===== config.mk =====
export PLATFORM = sky130hd
export DESIGN_NAME = hopping_rc_packet_receiver_top
export DESIGN_NICKNAME = d
export VERILOG_FILES = /design/src/rtl/hrc_pkg.sv /design/src/rtl/hrc_cfg_regs.sv /design/src/rtl/hrc_core.sv /design/src/rtl/hopping_rc_packet_receiver_top.sv
export SDC_FILE = /design/constraint.sdc
export NUM_CORES = 1
export LEC_CHECK = 0
export BUFFER_PORTS_ARGS = -buffer_cell sky130_fd_sc_hd__buf_2
export CAP_MARGIN = 5
export CORE_ASPECT_RATIO = 0.9
export CORE_MARGIN = 10
export CORE_UTILIZATION = 60
export DETAILED_ROUTE_END_ITERATION = 8
export HOLD_SLACK_MARGIN = 0.06
export PLACE_DENSITY = 0.81
export SLEW_MARGIN = 10
export SYNTH_ARGS = -nofsm -noshare
export SYNTH_HDL_FRONTEND = slang
export SYNTH_HIERARCHICAL = 1
export SYNTH_SLANG_ARGS = --single-unit

===== constraint.sdc =====
create_clock -name clk -period 8.4 [get_ports clk]
set_clock_uncertainty 0.15 [all_clocks]
set_input_delay 1.68 -clock clk [delete_from_list [all_inputs] [get_ports clk]]
set_output_delay 1.68 -clock clk [all_outputs]
set_load 0.01 [all_outputs]

===== src/rtl/hrc_pkg.sv =====
`timescale 1ns / 1ps
// ----------------------------------------------------------------------------
// hrc_pkg
// Shared types, constants and conversion functions of the hopping RC packet
// receiver.
// ----------------------------------------------------------------------------
package hrc_pkg;

  localparam int HOP_CHANNELS_DEF = 16;

  localparam int SKIP_W   = 20;
  localparam int FAIL_W   = 24;
  localparam int CH_W     = 7;
  localparam int ADDR_W   = 16;
  localparam int STICK_W  = 16;
  localparam int EVENT_W  = 3;
  localparam int PKT_BYTES = 8;

  localparam logic [SKIP_W-1:0] SKIP_RESET = SKIP_W'(28000);
  localparam logic [FAIL_W-1:0] FAIL_RESET = FAIL_W'(1000000);

  localparam logic [7:0]      BIND_MARK    = 8'h20;
  localparam logic [CH_W-1:0] BIND_CHANNEL = CH_W'(22);

  localparam int CFG_ADDR_W = 3;
  localparam int CFG_DATA_W = 32;

  typedef enum logic [0:0] {
    REG_SKIP = 1'b0,
    REG_FAIL = 1'b1
  } reg_idx_t;

  typedef enum logic [0:0] {
    REQ_BYTE = 1'b0,
    REQ_TICK = 1'b1
  } req_t;

  typedef enum logic [EVENT_W-1:0] {
    EV_BIND     = 3'd0,
    EV_GOOD     = 3'd1,
    EV_BAD      = 3'd2,
    EV_SKIP     = 3'd3,
    EV_FAILSAFE = 3'd4
  } event_t;

  typedef struct packed {
    logic [SKIP_W-1:0] skip_ticks;
    logic [FAIL_W-1:0] fail_ticks;
  } cfg_t;

  typedef struct packed {
    logic               failsafe;
    logic [2:0]         aux_changed;
    logic               fs_flag;
    logic               video_flag;
    logic               flip_flag;
    logic [STICK_W-1:0] yaw;
    logic [STICK_W-1:0] pitch;
    logic [STICK_W-1:0] roll;
    logic [STICK_W-1:0] throttle;
    logic [ADDR_W-1:0]  rx_address;
    logic [CH_W-1:0]    rf_channel;
  } result_t;

  localparam int RES_W   = $bits(result_t);
  localparam int TDATA_W = ((RES_W + 7) / 8) * 8;

  function automatic logic [6:0] hop_entry(input logic [3:0] idx);
    logic [6:0] ch;
    unique case (idx)
      4'd0, 4'd15: ch = 7'h02;
      4'd1, 4'd14: ch = 7'h48;
      4'd2, 4'd13: ch = 7'h0C;
      4'd3, 4'd12: ch = 7'h3E;
      4'd4, 4'd11: ch = 7'h16;
      4'd5, 4'd10: ch = 7'h34;
      4'd6, 4'd9:  ch = 7'h20;
      default:     ch = 7'h2A;
    endcase
    return ch;
  endfunction

  function automatic logic [STICK_W-1:0] throttle_q(input logic [7:0] b);
    logic signed [9:0]  d;
    logic signed [17:0] p;
    d = 10'sd225 - $signed({2'b00, b});
    p = 18'(d) * 18'sd74;
    return p[STICK_W-1:0];
  endfunction

  function automatic logic [STICK_W-1:0] stick_q(input logic [7:0] b, input logic neg);
    logic signed [9:0]  d;
    logic signed [17:0] p;
    d = neg ? (10'sd112 - $signed({2'b00, b})) : ($signed({2'b00, b}) - 10'sd112);
    p = 18'(d) * 18'sd146;
    return p[STICK_W-1:0];
  endfunction

endpackage


===== src/rtl/hrc_cfg_regs.sv =====
`timescale 1ns / 1ps
// ----------------------------------------------------------------------------
// hrc_cfg_regs
// Register file for the skip and failsafe intervals behind a simple
// peripheral bus port.
// ----------------------------------------------------------------------------
module hrc_cfg_regs (
  input  logic                            clk,
  input  logic                            rst,
  input  logic                            psel,
  input  logic                            penable,
  input  logic                            pwrite,
  input  logic [hrc_pkg::CFG_ADDR_W-1:0]  paddr,
  input  logic [hrc_pkg::CFG_DATA_W-1:0]  pwdata,
  output logic [hrc_pkg::CFG_DATA_W-1:0]  prdata,
  output logic                            pready,
  output hrc_pkg::cfg_t                   cfg
);
  import hrc_pkg::*;

  reg_idx_t sel;
  logic     wr;

  assign pready = 1'b1;
  assign sel    = reg_idx_t'(paddr[2]);
  assign wr     = psel && penable && pwrite && pready;

  always_ff @(posedge clk) begin
    if (rst) begin
      cfg.skip_ticks <= SKIP_RESET;
      cfg.fail_ticks <= FAIL_RESET;
    end else if (wr) begin
      unique case (sel)
        REG_SKIP: cfg.skip_ticks <= pwdata[SKIP_W-1:0];
        REG_FAIL: cfg.fail_ticks <= pwdata[FAIL_W-1:0];
        default:  ;
      endcase
    end
  end

  always_comb begin
    unique case (sel)
      REG_SKIP: prdata = CFG_DATA_W'(cfg.skip_ticks);
      REG_FAIL: prdata = CFG_DATA_W'(cfg.fail_ticks);
      default:  prdata = '0;
    endcase
  end

endmodule


===== src/rtl/hrc_core.sv =====
`timescale 1ns / 1ps
// ----------------------------------------------------------------------------
// hrc_core
// Input register, receiver state update and result register. Each item is
// handled in one pass between the two registers.
// ----------------------------------------------------------------------------
module hrc_core #(
  parameter int HOP_CHANNELS = hrc_pkg::HOP_CHANNELS_DEF
) (
  input  logic                             clk,
  input  logic                             rst,
  input  hrc_pkg::cfg_t                    cfg,
  input  logic                             in_valid,
  output logic                             in_ready,
  input  logic                             in_type,
  input  logic [7:0]                       in_byte,
  output logic                             out_valid,
  input  logic                             out_ready,
  output logic [hrc_pkg::EVENT_W-1:0]      out_event,
  output hrc_pkg::result_t                 out_res
);
  import hrc_pkg::*;

  localparam int HOP_W = $clog2(HOP_CHANNELS);
  localparam int HIX_W = (HOP_W > 4) ? HOP_W : 4;
  localparam logic [HOP_W-1:0] HOP_LAST = HOP_W'(HOP_CHANNELS - 1);

  // Input register.
  logic       s1_valid;
  req_t       s1_type;
  logic [7:0] s1_byte;

  // Receiver state.
  logic              bound, bound_next;
  logic [3:0]        byte_index, byte_index_next;
  logic [7:0]        pkt [PKT_BYTES];
  logic [7:0]        byte_sum, byte_sum_next;
  logic [HOP_W-1:0]  hop_index, hop_index_next;
  logic [2:0]        hop_offset, hop_offset_next;
  logic [7:0]        sum_seed, sum_seed_next;
  logic [ADDR_W-1:0] address_bytes, address_bytes_next;
  logic [FAIL_W-1:0] ticks_good, ticks_good_next;
  logic [SKIP_W-1:0] ticks_hop, ticks_hop_next;
  logic              failsafe_on, failsafe_on_next;
  logic [2:0]        last_flags, last_flags_next;

  logic              res_valid;
  event_t            res_event;
  logic              good;
  logic              pkt_write;
  logic [FAIL_W-1:0] tg_inc;
  logic [SKIP_W-1:0] th_inc;
  logic              skip_hit, fail_hit;
  logic [HOP_W-1:0]  hop_step;
  logic [HIX_W-1:0]  hop_ext;
  logic [2:0]        flags;
  logic              out_free, advance;
  result_t           res;

  assign out_free = !out_valid || out_ready;
  assign advance  = s1_valid && (!res_valid || out_free);
  assign in_ready = !s1_valid || advance;

  assign hop_step = (hop_index == HOP_LAST) ? '0 : hop_index + 1'b1;
  assign tg_inc   = (ticks_good == '1) ? ticks_good : ticks_good + 1'b1;
  assign th_inc   = (ticks_hop == '1) ? ticks_hop : ticks_hop + 1'b1;
  assign skip_hit = bound && (th_inc > cfg.skip_ticks);
  assign fail_hit = tg_inc > cfg.fail_ticks;
  assign flags    = {pkt[6][0], pkt[6][4], pkt[6][7]};

  always_comb begin
    bound_next         = bound;
    byte_index_next    = byte_index;
    byte_sum_next      = byte_sum;
    hop_index_next     = hop_index;
    hop_offset_next    = hop_offset;
    sum_seed_next      = sum_seed;
    address_bytes_next = address_bytes;
    ticks_good_next    = ticks_good;
    ticks_hop_next     = ticks_hop;
    failsafe_on_next   = failsafe_on;
    last_flags_next    = last_flags;
    res_valid          = 1'b0;
    res_event          = EV_BAD;
    good               = 1'b0;
    pkt_write          = 1'b0;
    if (s1_type == REQ_TICK) begin
      ticks_good_next  = tg_inc;
      ticks_hop_next   = skip_hit ? '0 : th_inc;
      hop_index_next   = skip_hit ? hop_step : hop_index;
      failsafe_on_next = failsafe_on || fail_hit;
      res_valid        = skip_hit || (fail_hit && !failsafe_on);
      res_event        = (fail_hit && !failsafe_on) ? EV_FAILSAFE : EV_SKIP;
    end else if (!byte_index[3]) begin
      pkt_write       = 1'b1;
      byte_sum_next   = byte_sum + s1_byte;
      byte_index_next = byte_index + 1'b1;
    end else begin
      byte_index_next = '0;
      byte_sum_next   = '0;
      res_valid       = 1'b1;
      if (!bound) begin
        if (pkt[0] == BIND_MARK) begin
          address_bytes_next = {pkt[4], pkt[5]};
          hop_offset_next    = pkt[7][6:4] + pkt[7][2:0];
          sum_seed_next      = pkt[7];
          bound_next         = 1'b1;
          hop_index_next     = hop_step;
          res_event          = EV_BIND;
        end
      end else if (8'(byte_sum + sum_seed) == s1_byte) begin
        good             = 1'b1;
        last_flags_next  = flags;
        ticks_good_next  = '0;
        ticks_hop_next   = '0;
        failsafe_on_next = 1'b0;
        hop_index_next   = hop_step;
        res_event        = EV_GOOD;
      end
    end
  end

  assign hop_ext = HIX_W'(hop_index_next);

  always_comb begin
    res.rf_channel  = bound_next ? hop_entry(hop_ext[3:0]) + CH_W'(hop_offset_next)
                                 : BIND_CHANNEL;
    res.rx_address  = address_bytes_next;
    res.throttle    = good ? throttle_q(pkt[0]) : '0;
    res.roll        = good ? stick_q(pkt[2], 1'b0) : '0;
    res.pitch       = good ? stick_q(pkt[3], 1'b0) : '0;
    res.yaw         = good ? stick_q(pkt[1], 1'b1) : '0;
    res.flip_flag   = last_flags_next[0];
    res.video_flag  = last_flags_next[1];
    res.fs_flag     = last_flags_next[2];
    res.aux_changed = good ? (flags ^ last_flags) : '0;
    res.failsafe    = failsafe_on_next;
  end

  always_ff @(posedge clk) begin
    if (rst) begin
      s1_valid      <= 1'b0;
      out_valid     <= 1'b0;
      bound         <= 1'b0;
      byte_index    <= '0;
      byte_sum      <= '0;
      hop_index     <= '0;
      hop_offset    <= '0;
      sum_seed      <= '0;
      address_bytes <= '0;
      ticks_good    <= '0;
      ticks_hop     <= '0;
      failsafe_on   <= 1'b0;
      last_flags    <= '0;
    end else begin
      if (in_ready) begin
        s1_valid <= in_valid;
      end
      if (advance) begin
        bound         <= bound_next;
        byte_index    <= byte_index_next;
        byte_sum      <= byte_sum_next;
        hop_index     <= hop_index_next;
        hop_offset    <= hop_offset_next;
        sum_seed      <= sum_seed_next;
        address_bytes <= address_bytes_next;
        ticks_good    <= ticks_good_next;
        ticks_hop     <= ticks_hop_next;
        failsafe_on   <= failsafe_on_next;
        last_flags    <= last_flags_next;
      end
      if (out_free) begin
        out_valid <= advance && res_valid;
      end
    end
  end

  always_ff @(posedge clk) begin
    if (in_ready && in_valid) begin
      s1_type <= req_t'(in_type);
      s1_byte <= in_byte;
    end
    if (advance && pkt_write) begin
      pkt[byte_index[2:0]] <= s1_byte;
    end
    if (out_free && advance && res_valid) begin
      out_event <= res_event;
      out_res   <= res;
    end
  end

endmodule


===== src/rtl/hopping_rc_packet_receiver_top.sv =====
`timescale 1ns / 1ps
// ----------------------------------------------------------------------------
// hopping_rc_packet_receiver_top
// Frequency-hopping radio-control packet receiver with bind, checksum check,
// stick conversion, channel skip and failsafe.
// ----------------------------------------------------------------------------
// Path: an accepted item passes the input register, and the result that it
// causes is presented from the result register.
// Throughput: one item per cycle; a new item still enters while a result waits
// on the output unless the item in the input register also yields a result.
// Reset: synchronous rst returns all state to bind mode, clears both tick
// counters and failsafe, and loads the interval registers with their defaults.
module hopping_rc_packet_receiver_top #(
  parameter int HOP_CHANNELS = hrc_pkg::HOP_CHANNELS_DEF
) (
  input  logic                            clk,
  input  logic                            rst,
  input  logic                            s_tvalid,
  output logic                            s_tready,
  input  logic [7:0]                      s_tdata,   // data_byte
  input  logic                            s_tuser,   // req_type
  output logic                            m_tvalid,
  input  logic                            m_tready,
  // rf_channel, rx_address, throttle, roll, pitch, yaw, flip_flag,
  // video_flag, fs_flag, aux_changed, failsafe, zero fill
  output logic [hrc_pkg::TDATA_W-1:0]     m_tdata,
  output logic [hrc_pkg::EVENT_W-1:0]     m_tuser,   // event_res
  input  logic                            psel,
  input  logic                            penable,
  input  logic                            pwrite,
  input  logic [hrc_pkg::CFG_ADDR_W-1:0]  paddr,
  input  logic [hrc_pkg::CFG_DATA_W-1:0]  pwdata,
  output logic [hrc_pkg::CFG_DATA_W-1:0]  prdata,
  output logic                            pready
);
  import hrc_pkg::*;

  cfg_t    cfg;
  result_t res;

  hrc_cfg_regs u_cfg (
    .clk     (clk),
    .rst     (rst),
    .psel    (psel),
    .penable (penable),
    .pwrite  (pwrite),
    .paddr   (paddr),
    .pwdata  (pwdata),
    .prdata  (prdata),
    .pready  (pready),
    .cfg     (cfg)
  );

  hrc_core #(
    .HOP_CHANNELS (HOP_CHANNELS)
  ) u_core (
    .clk       (clk),
    .rst       (rst),
    .cfg       (cfg),
    .in_valid  (s_tvalid),
    .in_ready  (s_tready),
    .in_type   (s_tuser),
    .in_byte   (s_tdata),
    .out_valid (m_tvalid),
    .out_ready (m_tready),
    .out_event (m_tuser),
    .out_res   (res)
  );

  assign m_tdata = TDATA_W'(res);

endmodule


Yosys cells after proc, flatten, opt, wreduce, memory -nomap -nowiden
Memory sizes are Yosys's and may differ from the RTL's. Index checks and enable logic that the tools add are counted.

$lt $le $gt $ge: 2. Mux-type cells: 57. Add/subtract/negate cells: 12. Bitwise gates (word level): 4. Reduce and logical (&&, ||, !) cells: 27. Equal/unequal tests: 5. $mul: 4.

Operators by type and width (number): two-way mux 20 bit (6); two-way mux 24 bit (5); two-way mux 16 bit (4); one-hot mux 32 bit (2 select lines) (1); multiplier 9 x 8 -> 15 bit (second input constant) (3); two-way mux 3 bit (12); two-way mux 4 bit (8); adder 24 x 1 -> 24 bit (second input constant) (1); == test 24 bit (second input constant) (1); greater-than comparator 24 bit (1); adder 20 x 1 -> 20 bit (second input constant) (1); == test 20 bit (second input constant) (1); greater-than comparator 20 bit (1); two-way mux 1 bit (18); subtractor 8 x 7 -> 9 bit (second input constant) (2); adder 8 bit (2); multiplier 9 x 7 -> 15 bit (second input constant) (1); logical AND 1 bit (10); subtractor 7 x 8 -> 9 bit (first input constant) (1); subtractor 8 x 8 -> 9 bit (first input constant) (1); adder 4 x 1 -> 4 bit (second input constant) (2); == test 8 x 6 -> 1 bit (second input constant) (1); == test 8 bit (1); two-way mux 8 bit (1); other kinds (12) (26).

Bits in writable memories: 64. Register bits: 244. Word-level logic and storage cells: 146. Output and inout bits: 134. Memories kept: 2. Input bits: 51. ROM bits: 96.

Memory list: (no name shown) (depth 16, width 6, rd ports 1, clocked after Yosys merged registers in 0, write ports 0, line hrc_pkg.sv:70) `unique case (idx)`; u_core.pkt (depth 8, width 8, rd ports 8, clocked after Yosys merged registers in 0, write ports 1, line hrc_core.sv:36) `logic [7:0] pkt [PKT_BYTES];`.

Depth between registers and ports, before layout
Gate-level depths: netlist of the first run.

Depth after elaboration: 12. Mapped depth: 29. Depth with buffers taken out: 28.

Modules after synthesis
Netlist of the first run, hierarchy kept.

Modules (own cells, without submodules): hrc_core (area each 16502.1 um^2, instances 1, cells an instance 1648, seq. area each 6716.4 um^2); hrc_cfg_regs (area each 2208.4 um^2, instances 1, cells an instance 220, seq. area each 880.8 um^2); hopping_rc_packet_receiver_top (area each 18.8 um^2, instances 1, cells an instance 3, seq. area each 0.0 um^2).

Worst setup path before layout of the first run
No wires, ideal clock.

Kind: flip-flop to flip-flop. From: reg u_core.ticks_hop[3]. To: reg u_core/out_event[0] in the netlist's numbering, enable pin. Clock period less this slack: 7.465 ns. Stages on the path, launching flop included: 22. Arrival: 6.852 ns. Required time: 7.787 ns. Path slack: 0.935 ns. Buffers on the path: 4. Library setup time: 0.463 ns. Cells stage by stage: dfxtp_1 -> buf_2 -> nand4_1 -> or3_1 -> nor3_1 -> nand2b_1 -> and2_1 -> and4_1 -> and3_1 -> and3_1 -> xor2_1 -> ha_1 -> nand4_1 -> or4_1 -> o31a_1 -> nand2_2 -> a21oi_2 -> buf_6 -> o31ai_2 -> buf_2 -> buf_2 -> and3_1.

Cells in the longest elaborated chain, start to end: 11. Elaborated cells between the ends (all ways): 12. Those cells by class: add/sub: 1; order compare: 1; eq/ne: 1; mux: 2; reduce/logical: 7.

Ends and longest elaborated chain: start: declaration (line hrc_core.sv:43) `logic [SKIP_W-1:0] ticks_hop, ticks_hop_next;`; start signal: assignment (line hrc_core.sv:168) `ticks_hop <= ticks_hop_next;`; adder 20 x 1 -> 20 bit or == test 20 bit (tied branches) (line hrc_core.sv:66) `assign th_inc = (ticks_hop == '1) ? ticks_hop : ticks_hop + 1'b1;`; two-way mux 20 bit * (line hrc_core.sv:66); greater-than comparator 20 bit * (line hrc_core.sv:67) `assign skip_hit = bound && (th_inc > cfg.skip_ticks);`; logical AND 1 bit * (line hrc_core.sv:67); logical OR 1 bit * (line hrc_core.sv:92) `res_valid = skip_hit || (fail_hit && !failsafe_on);`; two-way mux 1 bit * (line hrc_core.sv:87) `if (s1_type == REQ_TICK) begin`; zero test 1 bit (line hrc_core.sv:61) `assign advance = s1_valid && (!res_valid || out_free);`; logical OR 1 bit (line hrc_core.sv:61); logical AND 1 bit (line hrc_core.sv:61); logical AND 1 bit (line hrc_core.sv:186) `if (out_free && advance && res_valid) begin`; logical AND 1 bit * (line hrc_core.sv:186); end signal: assignment (line hrc_core.sv:187) `out_event <= res_event;`; end: declaration (line hrc_core.sv:19) `output logic [hrc_pkg::EVENT_W-1:0] out_event,`.

Every way passes the cells marked *; elsewhere a longest branch is shown, timed or not. A chain may end at the register's enable or synchronous reset.

Final worst setup path of the first run
From: reg u_core.ticks_hop[3]. To: out s_tready.

Cells in the longest elaborated chain, start to end: 10. Elaborated cells between the ends (all ways): 11. Those cells by class: add/sub: 1; order compare: 1; eq/ne: 1; mux: 2; reduce/logical: 6.

Ends and longest elaborated chain: adder 20 x 1 -> 20 bit or == test 20 bit (tied branches) (line hrc_core.sv:66); two-way mux 20 bit * (line hrc_core.sv:66); greater-than comparator 20 bit * (line hrc_core.sv:67); logical AND 1 bit * (line hrc_core.sv:67); logical OR 1 bit * (line hrc_core.sv:92); two-way mux 1 bit * (line hrc_core.sv:87); zero test 1 bit * (line hrc_core.sv:61); logical OR 1 bit * (line hrc_core.sv:61); logical AND 1 bit * (line hrc_core.sv:61); logical OR 1 bit * (line hrc_core.sv:62) `assign in_ready = !s1_valid || advance;`; end: declaration (line hopping_rc_packet_receiver_top.sv:19) `output logic s_tready,`.

Marks and branches as above.

==> out/results.tsv, run 1 <==
stage	metric	value	unit
synth	yosysSeqAreaShare	0.406	
worst_setup_path	crit-reg2reg-launch	u_core/ticks_hop[3]	
synth	synthesis.instances	1871	
grt	largest_net_degree_at_the_start_of_global_routing	94	
clocking	cts-root-to-sink-buffers	3	
clocking	cts.sink_count	299	
grt	grt_overflow	0	
final_layout	finalCoreUtilization	0.674	
detailed_routing	first_pass_iters	5	
clocking	post_cts_buffers	0	
worst_hold_path	worst_hold_path_type	reg2reg	
synth	ys.flop_type	sky130_fd_sc_hd__edfxtp_1	
worst_setup_path	critPathTopFamily	simple AND/OR/NAND/NOR gates	
timing	timing.final.crit_share	0.915	
final_layout	final_layout_size_suffix_gt1_frac	0.145	
clocking	postCtsResizedCells	0	
clocking	clock_pin_slew_on_the_worst_setup_and_hold_paths	0.07	ns
worst_setup_path	worstSetupStartpointType	flop	
final_layout	final_non_filler_cell_total	2415	
place	numPortBuffers	159	
clocking	cts-htree-levels	1	
timing	finalHoldViolations	0	
timing	max-slew-margin-rel	0.270	
synth	yosys_warnings	6	
power_and_ir_drop	vdd_drop_max	0.172	mV
detailed_routing	route.detailed.wl_per_inst	18.5	um
detailed_routing	viasPerCell	5.85	
final_layout	layout_common_cells	sky130_fd_sc_hd__ha_1, sky130_fd_sc_hd__inv_1, sky130_fd_sc_hd__edfxtp_1	
run_status	run_status	completed	
synth	ys_types	81	
grt	first_pass_grt_wire_length	72.2	mm
worst_setup_path	worstPathBufferInverterCount	1	
floorplanning	number_of_top_level_design_ports	185	
grt	vias_in_the_first_global_route	14100	
floorplanning	dieWidth	206	um
grt	grt_antenna_before_repair	0	
synth	syn-mean-instance-area	10.0	um^2
final_layout	mostFrequentLayoutCell	sky130_fd_sc_hd__ha_1	
worst_setup_path	reg2reg_slack	1.18	ns
floorplanning	core	30800	um^2
timing	grt_setup_unrepaired	no	
worst_setup_path	timing.critical_path.from	u_core/ticks_hop[3]	
clocking	cts-buffers-inserted	31	
clocking	cts_root_buf	sky130_fd_sc_hd__clkbuf_16	
grt	grt_resource_usage_total	0.224	
place	routability_congestion_estimate_from_global_placement	0.879	
final_layout	area_delta_synth_final	10.9	%
final_layout	antenna_fix_cells	0	
clocking	clock_tree_from_tritoncts	done	
worst_setup_path	worst_ep_arrival_time	5.86	ns
timing	timing.final.setup_violations	0	
floorplanning	fp.dieH	188	um
detailed_routing	detail-route-antenna-nets	0	
power_and_ir_drop	power_per_cell_area	161	nW/um^2
worst_setup_path	setup_cp_type	reg2out	
clocking	clk_latency	0.58	ns
place	dp_cells	2357	
worst_setup_path	path_cells	nand4_1 -> or3_1 -> nor3_1 -> nand2b_1 -> and2_1 -> and4_1 -> and3_1 -> and3_1 -> xor2_1 -> ha_1 -> nand4_1 -> or4_1 -> a2bb2oi_1 -> a21oi_2 -> or3_1 -> nand3_1 -> buf_2	
timing	worstMarginPinSlew	1.09	ns
power_and_ir_drop	leakagePower	8.62	nW
timing	final-max-slew-violation-count	0	
run	cap_violations	0	
floorplanning	floorplan.die_area	38700	um^2
worst_setup_path	peak_per_stage_delay_on_the_critical_path	0.55	ns
final_layout	nFillCells	2367	
worst_setup_path	crit_path_end_kind	output port	
worst_setup_path	depth_of_the_most_critical_reg_to_reg_path	24	
place	dp_hpwl	31.6	mm
worst_setup_path	critical_path.max_fanout	12	
worst_hold_path	min_from	u_core/sum_seed[4]	
floorplanning	initial_core_utilization	0.607	
worst_setup_path	critical_path_required	6.57	ns
detailed_routing	detail_route.iter0.violations	1233	
final_layout	num-nets-final	2242	
timing	timing.setup.tns	0	ns
worst_setup_path	timing.critical_path.slowest_stage_cell	sky130_fd_sc_hd__a21oi_2	
detailed_routing	total_drc_errors_in_the_routed_layout	0	
detailed_routing	drt-total-wl	44.7	mm
synth	netlist_area	18700	um^2
timing	whs	0.340	ns
detailed_routing	route.vias.total	14100	
timing	final_period_minus_worst_setup_slack	7.69	ns
timing	peak_freq	130	MHz
synth	synth_seq_cells	299	
worst_setup_path	rr_endpoint	u_core/out_res[4]	
worst_setup_path	crit_cells	17	
floorplanning	count_of_standard_cell_rows	61	
synth	async_reset_ff_frac	0	
synth	synth_edf_count	161	
worst_setup_path	timing.critical_path.to	s_tready	
clocking	cts_hold_buf	0	
[kinds of logic (layout without fill, tap and decap cells)]
kind of cell | Yosys count | count (layout) | synth area share
AOI/OAI and AO/OA | 336 | 336 | 0.118
adders and majority gates | 210 | 210 | 0.152
other | 4 | 15 | 0.000801
DFF | 299 | 299 | 0.406
muxes | 97 | 97 | 0.0551
buffers and inverters | 266 | 390 | 0.0597
xor gates and xnor gates | 133 | 133 | 0.0622
and+or+nand+nor | 526 | 526 | 0.147
[worst min path at each step]
stage	to	cells past startpoint	slack, ns
after floorplan	u_core/hop_offset[0]	2	0.30
after global placement	u_core/hop_offset[0]	2	0.31
after detailed placement	u_core/hop_offset[0]	2	0.33
after CTS	u_core/hop_offset[0]	2	0.34
after global routing	u_core/hop_offset[0]	2	0.35
final	u_core/sum_seed[4]	2	0.34
[worst min-delay path, stage by stage (launching register included)]
cell	delay (ns)
sky130_fd_sc_hd__dfxtp_1	0.32
sky130_fd_sc_hd__o21ai_0	0.07
sky130_fd_sc_hd__a21oi_1	0.06
[routing by layer]
layer	track usage	routed length [um]
met5	0	0
met4	0.0491	865
met3	0.0398	3230
met2	0.381	21600
met1	0.291	19000
[Yosys cell counts (all sizes together), types with 5 or more instances]
| library cell | count | area share |
|---|---|---|
| o31ai | 5 | 0.0023 |
| a211oi | 5 | 0.0020 |
| nor2b | 15 | 0.0050 |
| nor2 | 140 | 0.028 |
| edfxtp | 161 | 0.26 |
| fa | 28 | 0.030 |
| or3 | 7 | 0.0023 |
| clkbuf | 67 | 0.013 |
| inv | 163 | 0.033 |
| mux2i | 51 | 0.027 |
| nand3 | 38 | 0.010 |
| nand4 | 34 | 0.012 |
| o21a | 6 | 0.0024 |
| o21ai | 54 | 0.015 |
| a32o | 22 | 0.012 |
| mux2 | 46 | 0.028 |
| a22o | 7 | 0.0033 |
| ha | 182 | 0.12 |
| buf | 35 | 0.013 |
| dfxtp | 138 | 0.15 |
| nor3 | 57 | 0.015 |
| nor3b | 5 | 0.0020 |
| nand4b | 10 | 0.0047 |
| o21bai | 24 | 0.0096 |
| nand2b | 65 | 0.022 |
| xnor2 | 92 | 0.043 |
| xor2 | 41 | 0.019 |
| nand2 | 70 | 0.014 |
| and4 | 7 | 0.0033 |
| a21oi | 130 | 0.035 |
| o211ai | 6 | 0.0024 |
| and2 | 11 | 0.0037 |
| and3 | 44 | 0.015 |
| a21o | 25 | 0.010 |
| a31oi | 6 | 0.0020 |
[registers in the layout, summed over array words and instances (netlist names)]
signal                count
u_core/s1_valid           1
u_core/address_bytes     16
u_core/byte_index         4
u_core/hop_index          4
u_core/sum_seed           8
u_core/bound              1
u_core/ticks_hop         20
u_core/out_res           90
u_core/ticks_good        24
u_core/last_flags         3
u_core/s1_byte            8
u_core/byte_sum           8
u_core/s1_type            1
u_core/out_event          3
u_cfg/cfg                44
u_core/hop_offset         3
u_core/failsafe_on        1
u_core/out_valid          1
u_core/pkt               59
[final cells by class]
type                    instances  area (um^2)  area share
multi-input cells            1317        10100       0.485
flip-flops and latches        299         7600       0.366
repair buffers                168          878      0.0423
clock buffers                  34          797      0.0384
inverters                     164          616      0.0296
well taps                     409          512      0.0246
clock inverters                24          290      0.0140
[metrics by stage]
stage	total power [mW]	setup slack, ns	cell area, um^2
6_report	3.35	0.714	20800
3_3_place_gp	1.90	1.59	19700
4_1_cts	3.36	0.794	20800
5_1_grt	3.47	0.438	20800
2_1_floorplan	1.84	0.935	18800
3_5_place_dp	1.91	1.39	19700
[where the power goes]
part	switching [mW]	leakage, nW	internal [mW]
logic	0.169	5.69	0.126
clock network	0.619	0.513	0.848
registers	0.0328	2.42	1.56
total	0.821	8.62	2.53
Note: power is estimated with default switching activity, not from simulation.
==> inputs of run 2 (changes only) <==
==> constraint.sdc (replaced) <==
create_clock -name clk -period 8.4 [get_ports clk]
set_clock_uncertainty 0.15 [all_clocks]
set_input_delay 0.84 -clock clk [delete_from_list [all_inputs] [get_ports clk]]
set_output_delay 0.84 -clock clk [all_outputs]
set_load 0.01 [all_outputs]
==> out/results.tsv, run 2 (synthesized netlist as in run 1, its figures left out) <==
stage	metric	value	unit	change
final_layout	final_layout_size_suffix_gt1_frac	0.144		-0.000997
detailed_routing	viasPerCell	5.83		-0.38%
detailed_routing	route.detailed.wl_per_inst	18.3	um	-1.0%
clocking	clk_latency	0.57	ns	about the same
final_layout	mostFrequentLayoutCell	sky130_fd_sc_hd__ha_1		
worst_setup_path	worst_ep_arrival_time	7.21	ns	+1.35 ns
final_layout	layout_common_cells	sky130_fd_sc_hd__ha_1, sky130_fd_sc_hd__inv_1, sky130_fd_sc_hd__edfxtp_1		
clocking	cts-htree-levels	1		unchanged
timing	final-max-slew-violation-count	0		unchanged
worst_setup_path	crit_path_end_kind	flop		
floorplanning	count_of_standard_cell_rows	61		unchanged
timing	grt_setup_unrepaired	no		
run	cap_violations	0		unchanged
timing	timing.setup.tns	0	ns	unchanged
clocking	cts_hold_buf	0		unchanged
floorplanning	initial_core_utilization	0.607		unchanged
place	dp_hpwl	31.6	mm	+0.11%
detailed_routing	detail_route.iter0.violations	1196		-3.0%
floorplanning	number_of_top_level_design_ports	185		unchanged
worst_setup_path	critical_path.max_fanout	12		unchanged
clocking	clock_tree_from_tritoncts	done		
final_layout	num-nets-final	2242		unchanged
timing	timing.final.setup_violations	0		unchanged
grt	grt_resource_usage_total	0.222		-0.00262
grt	vias_in_the_first_global_route	13800		-2.0%
timing	timing.final.crit_share	0.840		-0.0752
clocking	post_cts_buffers	0		unchanged
timing	whs	0.301	ns	-0.0389 ns
worst_setup_path	worstSetupStartpointType	flop		
timing	max-slew-margin-rel	0.296		+0.0254
floorplanning	dieWidth	206	um	unchanged
clocking	clock_pin_slew_on_the_worst_setup_and_hold_paths	0.06	ns	about the same
floorplanning	fp.dieH	188	um	unchanged
power_and_ir_drop	leakagePower	8.63	nW	+0.12%
power_and_ir_drop	vdd_drop_max	0.154	mV	-10%
final_layout	antenna_fix_cells	0		unchanged
place	dpl-instance-area	19700	um^2	unchanged
power_and_ir_drop	power_per_cell_area	159	nW/um^2	-1.2%
timing	peak_freq	142	MHz	+9.0%
timing	worstMarginPinSlew	1.05	ns	-0.0378 ns
clocking	postCtsResizedCells	0		unchanged
final_layout	nFillCells	2357		-0.42%
detailed_routing	first_pass_iters	5		unchanged
grt	grt_overflow	0		unchanged
detailed_routing	total_drc_errors_in_the_routed_layout	0		unchanged
place	routability_congestion_estimate_from_global_placement	0.891		+1.3%
detailed_routing	route.vias.total	14100		-0.38%
final_layout	registers.top_by_ff_count	u_core/out_res		
clocking	cts-buffers-inserted	31		unchanged
final_layout	largest_reg_flops	90		unchanged
floorplanning	core	30800	um^2	unchanged
final_layout	area_delta_synth_final	10.8	%	about the same
detailed_routing	drt-total-wl	44.2	mm	-1.0%
timing	finalHoldViolations	0		unchanged
worst_setup_path	critical_path_required	8.56	ns	+1.99 ns
worst_setup_path	setup_cp_type	reg2reg		
clocking	cts-root-to-sink-buffers	3		unchanged
grt	grt_antenna_before_repair	0		unchanged
timing	final_period_minus_worst_setup_slack	7.05	ns	-0.632 ns
detailed_routing	detail-route-antenna-nets	0		unchanged
place	numPortBuffers	159		unchanged
grt	largest_net_degree_at_the_start_of_global_routing	77		-18%
worst_hold_path	worst_hold_path_type	in2reg		
final_layout	final_area	20800	um^2	about the same
clocking	cts.sink_count	299		unchanged
run_status	run_status	completed		
clocking	cts_root_buf	sky130_fd_sc_hd__clkbuf_16		
grt	first_pass_grt_wire_length	71.2	mm	-1.4%
floorplanning	floorplan.die_area	38700	um^2	unchanged
==> run 2: final timing paths <==
path	start	endpoint	slack, ns	cells after the start
min reg2reg	u_core/sum_seed[3]	u_core/sum_seed[3]	0.33	2
max reg2reg	u_core/ticks_hop[3]	u_core/out_res[4]	1.35	24
max	u_core/ticks_hop[3]	u_core/out_res[4]	1.35	24
min	s_tuser	u_core/s1_type	0.30	1
==> run 2: cell type report <==
cell class,instances,area (um^2),area share
Sequential cell,299,7600,0.366
Clock inverter,14,138,0.00663
Timing Repair Buffer,168,878,0.0423
Clock buffer,44,938,0.0452
Tap cell,409,512,0.0246
Multi-Input combinational cell,1317,10100,0.486
Inverter,164,616,0.0297
==> run 2: routing by layer <==
layer / part of all wire / GRT usage / vias to the layer above
li1: - / - / 6842
met1: 0.44 / 0.296 / 6755
met2: 0.48 / 0.368 / 421
met3: 0.069 / 0.0369 / 56
met4: 0.018 / 0.0511 / 0
met5: 0 / 0 / -
==> run 2: stage by stage <==
stage | setup WS [ns] | util | total power [mW] | cells
finish | 1.35 | 0.673 | 3.31 | 2415
global route | 0.942 | 0.673 | 3.43 | 2415
CTS | 1.41 | 0.673 | 3.32 | 2415
detailed placement | 1.43 | 0.638 | 1.91 | 2357
global placement | 1.60 | 0.638 | 1.90 | 2357
floorplan | 0.935 | - | 1.84 | 1882
==> run 2: report_power, final <==
group	leakage, nW	switching, mW	internal [mW]
Clock	0.523	0.585	0.840
Sequential	2.42	0.0333	1.56
Combinational	5.69	0.167	0.126
==> run 2: critical path: stages, from the launching register on <==
cell and delay (ns):
sky130_fd_sc_hd__dfxtp_1 0.48, sky130_fd_sc_hd__nand4_1 0.21, sky130_fd_sc_hd__or3_1 0.43, sky130_fd_sc_hd__nor3_1 0.36
sky130_fd_sc_hd__nand2b_1 0.21, sky130_fd_sc_hd__and2_1 0.26, sky130_fd_sc_hd__and4_1 0.26, sky130_fd_sc_hd__and3_1 0.25
sky130_fd_sc_hd__and3_1 0.23, sky130_fd_sc_hd__xor2_1 0.15, sky130_fd_sc_hd__ha_1 0.29, sky130_fd_sc_hd__nand4_1 0.13
sky130_fd_sc_hd__or4_1 0.51, sky130_fd_sc_hd__a2bb2oi_1 0.21, sky130_fd_sc_hd__a21oi_2 0.54, sky130_fd_sc_hd__nor2_4 0.16
sky130_fd_sc_hd__a311o_1 0.34, sky130_fd_sc_hd__nand2_1 0.08, sky130_fd_sc_hd__inv_1 0.06, sky130_fd_sc_hd__ha_1 0.24
sky130_fd_sc_hd__or4_1 0.52, sky130_fd_sc_hd__nand4_1 0.18, sky130_fd_sc_hd__o2bb2ai_1 0.14, sky130_fd_sc_hd__nor4_1 0.32
sky130_fd_sc_hd__nor2_1 0.09
==> inputs of run 3 (changes only) <==
--- a/config.mk
+++ b/config.mk
@@ -5,6 +5,7 @@
 export SDC_FILE = /design/constraint.sdc
 export NUM_CORES = 1
 export LEC_CHECK = 0
+export ABC_AREA = 1
 export BUFFER_PORTS_ARGS = -buffer_cell sky130_fd_sc_hd__buf_2
 export CAP_MARGIN = 5
 export CORE_ASPECT_RATIO = 0.9
==> constraint.sdc (replaced) <==
create_clock -name clk -period 7.37 [get_ports clk]
set_clock_uncertainty 0.15 [all_clocks]
set_input_delay 0.737 -clock clk [delete_from_list [all_inputs] [get_ports clk]]
set_output_delay 0.737 -clock clk [all_outputs]
set_load 0.01 [all_outputs]
==> out/results.tsv, run 3 <==
stage	metric	value	unit	change
worst_setup_path	worst_ep_arrival_time	6.52	ns	-0.69 ns
power_and_ir_drop	power_per_cell_area	187	nW/um^2	+17%
synth	ys.flop_type	sky130_fd_sc_hd__edfxtp_1		
final_layout	num-nets-final	2755		+23%
synth	netlist_area	19100	um^2	+1.8%
floorplanning	initial_core_utilization	0.612		+0.00473
clocking	cts-buffers-inserted	31		unchanged
timing	peak_freq	156	MHz	+9.8%
worst_setup_path	timing.critical_path.slowest_stage_cell	sky130_fd_sc_hd__inv_2		
timing	finalHoldViolations	0		unchanged
clocking	clk_latency	0.57	ns	about the same
grt	grt_overflow	0		unchanged
place	dp_hpwl	32.1	mm	+1.6%
final_layout	registers.top_by_ff_count	u_core/out_res		
synth	synth_seq_cells	299		unchanged
worst_setup_path	depth_of_the_most_critical_reg_to_reg_path	27		+13%
final_layout	largest_reg_flops	90		unchanged
floorplanning	fp.dieH	189	um	+0.79%
floorplanning	number_of_top_level_design_ports	185		unchanged
worst_setup_path	path_common_cell	sky130_fd_sc_hd__nand2_1		
detailed_routing	total_drc_errors_in_the_routed_layout	0		unchanged
power_and_ir_drop	switchingPower	985	uW	+25%
final_layout	area_delta_synth_final	10.8	%	about the same
floorplanning	count_of_standard_cell_rows	61		unchanged
power_and_ir_drop	sw_frac_of_total	0.250		+0.0121
worst_setup_path	setup_cp_type	reg2reg		
power_and_ir_drop	seq_power_share	0.468		-0.013
worst_setup_path	rr_endpoint	u_core/out_res[36]		
place	routability_congestion_estimate_from_global_placement	0.887		-0.40%
timing	timing.final.crit_share	0.872		+0.0320
synth	synth_edf_count	161		unchanged
synth	yosysSeqAreaShare	0.399		-0.00708
power_and_ir_drop	leakagePower	10.3	nW	+19%
worst_setup_path	crit_path_end_kind	flop		
detailed_routing	route.vias.total	15800		+12%
final_layout	layout_common_cells	sky130_fd_sc_hd__nand2_1, sky130_fd_sc_hd__inv_1, sky130_fd_sc_hd__nor2_1		
worst_setup_path	reg2reg_slack	0.95	ns	-0.40 ns
power_and_ir_drop	fin_total_pwr	3.95	mW	+19%
timing	grt_setup_unrepaired	no		
detailed_routing	viasPerCell	5.39		-7.5%
clocking	cts_hold_buf	0		unchanged
synth	yosys_warnings	6		unchanged
power_and_ir_drop	combinationalPowerShare	0.111		+0.022
worst_setup_path	worstPathBufferInverterCount	4		+3
worst_setup_path	worstSetupStartpointType	flop		
clocking	clock_pin_slew_on_the_worst_setup_and_hold_paths	0.06	ns	about the same
timing	final-max-slew-violation-count	0		unchanged
clocking	cts-htree-levels	1		unchanged
synth	yosys-top-cells-count	sky130_fd_sc_hd__nand2_1, sky130_fd_sc_hd__inv_1, sky130_fd_sc_hd__nor2_1, sky130_fd_sc_hd__ha_1, sky130_fd_sc_hd__edfxtp_1		
synth	synth.top_cell.area_share	0.254		-0.00451
timing	timing.final.setup_violations	0		unchanged
run	cap_violations	0		unchanged
synth	synthMostInstantiatedCell	sky130_fd_sc_hd__nand2_1		
synth	syn-mean-instance-area	8.05	um^2	-20%
worst_setup_path	critical_path.max_fanout	48		+36
grt	largest_net_degree_at_the_start_of_global_routing	73		-5.2%
floorplanning	core	31100	um^2	+0.99%
detailed_routing	first_pass_iters	5		unchanged
worst_setup_path	critical_path_required	7.47	ns	-1.09 ns
worst_setup_path	critPathTopFamily	simple AND/OR/NAND/NOR gates		
detailed_routing	detail_route.iter0.violations	1427		+19%
detailed_routing	detail-route-antenna-nets	0		unchanged
worst_setup_path	timing.critical_path.from	u_core/ticks_good[0]		
worst_setup_path	peak_per_stage_delay_on_the_critical_path	0.50	ns	-0.04 ns
timing	final_period_minus_worst_setup_slack	6.42	ns	-0.629 ns
place	dp_cells	2870		+22%
clocking	cts_root_buf	sky130_fd_sc_hd__clkbuf_16		
floorplanning	floorplan.die_area	39300	um^2	+1.6%
grt	first_pass_grt_wire_length	73.4	mm	+3.1%
synth	synthesis.instances	2369		+27%
synth	area_contributors_post_synth	sky130_fd_sc_hd__edfxtp_1, sky130_fd_sc_hd__dfxtp_1, sky130_fd_sc_hd__ha_1		
detailed_routing	drt-total-wl	44.7	mm	+1.1%
place	numPortBuffers	159		unchanged
synth	synth.largest_area_cell	sky130_fd_sc_hd__edfxtp_1		
worst_hold_path	worst_hold_path_type	in2reg		
clocking	cts-root-to-sink-buffers	3		unchanged
timing	max-slew-margin-rel	0.188		-0.108
final_layout	final_layout_size_suffix_gt1_frac	0.118		-0.0261
worst_setup_path	crit_cells	27		+13%
final_layout	nFillCells	2447		+3.8%
power_and_ir_drop	power.internal	2.96	mW	+17%
clocking	postCtsResizedCells	0		unchanged
floorplanning	dieWidth	208	um	+0.80%
grt	vias_in_the_first_global_route	15300		+11%
clocking	cts.sink_count	299		unchanged
clocking	post_cts_buffers	0		unchanged
final_layout	antenna_fix_cells	0		unchanged
clocking	clock_tree_from_tritoncts	done		
worst_setup_path	timing.critical_path.to	u_core/out_res[36]		
final_layout	final_non_filler_cell_total	2928		+21%
grt	grt_resource_usage_total	0.218		-0.00347
final_layout	mostFrequentLayoutCell	sky130_fd_sc_hd__nand2_1		
run_status	run_status	completed		
timing	worstMarginPinSlew	1.21	ns	+0.162 ns
worst_setup_path	crit-reg2reg-launch	u_core/ticks_good[0]		
synth	ys_types	61		-25%
detailed_routing	route.detailed.wl_per_inst	15.3	um	-17%
power_and_ir_drop	vdd_drop_max	0.192	mV	+24%
timing	timing.setup.tns	0	ns	unchanged
synth	async_reset_ff_frac	0		unchanged
power_and_ir_drop	part_of_the_total_power_dissipated_in_the_clock_network	0.421		-0.010
grt	grt_antenna_before_repair	0		unchanged
[run 3: cell types whose count changed after synthesis, sizes merged, moves of 29 or more]
| cell | previous run | this run |
|---|---|---|
| nand2b | 65 | 1 |
| nor2 | 140 | 310 |
| a21oi | 130 | 97 |
| and3 | 44 | 0 |
| nand2 | 70 | 588 |
| mux2i | 51 | 1 |
| mux2 | 46 | 0 |
| xnor2 | 92 | 21 |
| nand3 | 38 | 93 |
| nand4 | 34 | 63 |
| inv | 163 | 359 |
[run 3: logic make-up (layout without fill, tap and decap cells)]
logic type	count (synthesis)	count (layout)	share of synthesized area
mux	1	1	0.000525
buf+inv	446	585	0.0948
fa+ha+maj	210	210	0.149
compound gates	189	189	0.0549
flops	299	299	0.399
xor+xnor	88	88	0.0408
simple gates	1132	1132	0.261
other cells	4	15	0.000787
[run 3: power by group through the flow]
stage	registers (mW)	clock network, mW	logic, mW
after global placement	1.88	0	0.412
final	1.85	1.66	0.438
after CTS	1.85	1.68	0.435
after floorplan	1.88	0	0.321
after detailed placement	1.88	0	0.430
after global routing	1.85	1.75	0.498
[run 3: layout make-up]
cell class,count,area [um^2],share of cell area
Clock buffer,39,826,0.0391
Multi-Input combinational cell,1635,9700,0.459
Timing Repair Buffer,166,861,0.0408
Inverter,361,1360,0.0644
Clock inverter,19,260,0.0123
Tap cell,409,512,0.0242
Sequential cell,299,7600,0.360
[run 3: through the flow]
stage	hold WS, ns	utilization	cell area (um^2)	worst slack [ns]
floorplan	0.294	-	19100	1.68
global placement	0.304	0.643	20000	1.27
detailed placement	0.313	0.643	20000	1.03
CTS	0.191	0.678	21100	0.978
global route	0.192	0.678	21100	0.370
finish	0.209	0.678	21100	0.946
[run 3: how the worst min path moves through the flow]
stage | startpoint | depth (start not counted) | end | slack [ns]
floorplan | u_core/failsafe_on | 2 | u_core/failsafe_on | 0.29
global placement | u_core/failsafe_on | 2 | u_core/failsafe_on | 0.30
global route | s_tuser | 1 | u_core/s1_type | 0.19
CTS | s_tuser | 1 | u_core/s1_type | 0.19
detailed placement | u_core/failsafe_on | 2 | u_core/failsafe_on | 0.31
finish | s_tuser | 1 | u_core/s1_type | 0.21
[run 3: worst register-to-register path, cell delays in order (launching register included)]
cell	delay [ns]
sky130_fd_sc_hd__dfxtp_1	0.37
sky130_fd_sc_hd__ha_1	0.21
sky130_fd_sc_hd__nand3_1	0.12
sky130_fd_sc_hd__nor2_1	0.24
sky130_fd_sc_hd__inv_1	0.10
sky130_fd_sc_hd__nor2_1	0.10
sky130_fd_sc_hd__nand3b_1	0.11
sky130_fd_sc_hd__nor2_1	0.10
sky130_fd_sc_hd__nand2_1	0.19
sky130_fd_sc_hd__nand3_2	0.16
sky130_fd_sc_hd__nor3_2	0.06
sky130_fd_sc_hd__nand2_1	0.09
sky130_fd_sc_hd__nor2_1	0.06
sky130_fd_sc_hd__xor2_1	0.16
sky130_fd_sc_hd__ha_1	0.30
sky130_fd_sc_hd__nand2_1	0.08
sky130_fd_sc_hd__nor3b_1	0.19
sky130_fd_sc_hd__nand4_1	0.16
sky130_fd_sc_hd__nor4_2	0.29
sky130_fd_sc_hd__nand2_1	0.17
sky130_fd_sc_hd__nand4_1	0.18
sky130_fd_sc_hd__nand2_1	0.14
sky130_fd_sc_hd__nand2_4	0.44
sky130_fd_sc_hd__nand2_4	0.31
sky130_fd_sc_hd__inv_2	0.51
sky130_fd_sc_hd__nand2_1	0.21
sky130_fd_sc_hd__inv_4	0.48
sky130_fd_sc_hd__buf_12	0.39
[run 3: per-layer routing]
| metal | global-route usage | share of wire | vias up |
|---|---|---|---|
| met5 | 0 | 0 | - |
| met4 | 0.0546 | 0.018 | 0 |
| met3 | 0.0311 | 0.069 | 60 |
| met2 | 0.380 | 0.48 | 553 |
| met1 | 0.280 | 0.43 | 7348 |
| li1 | - | - | 7819 |
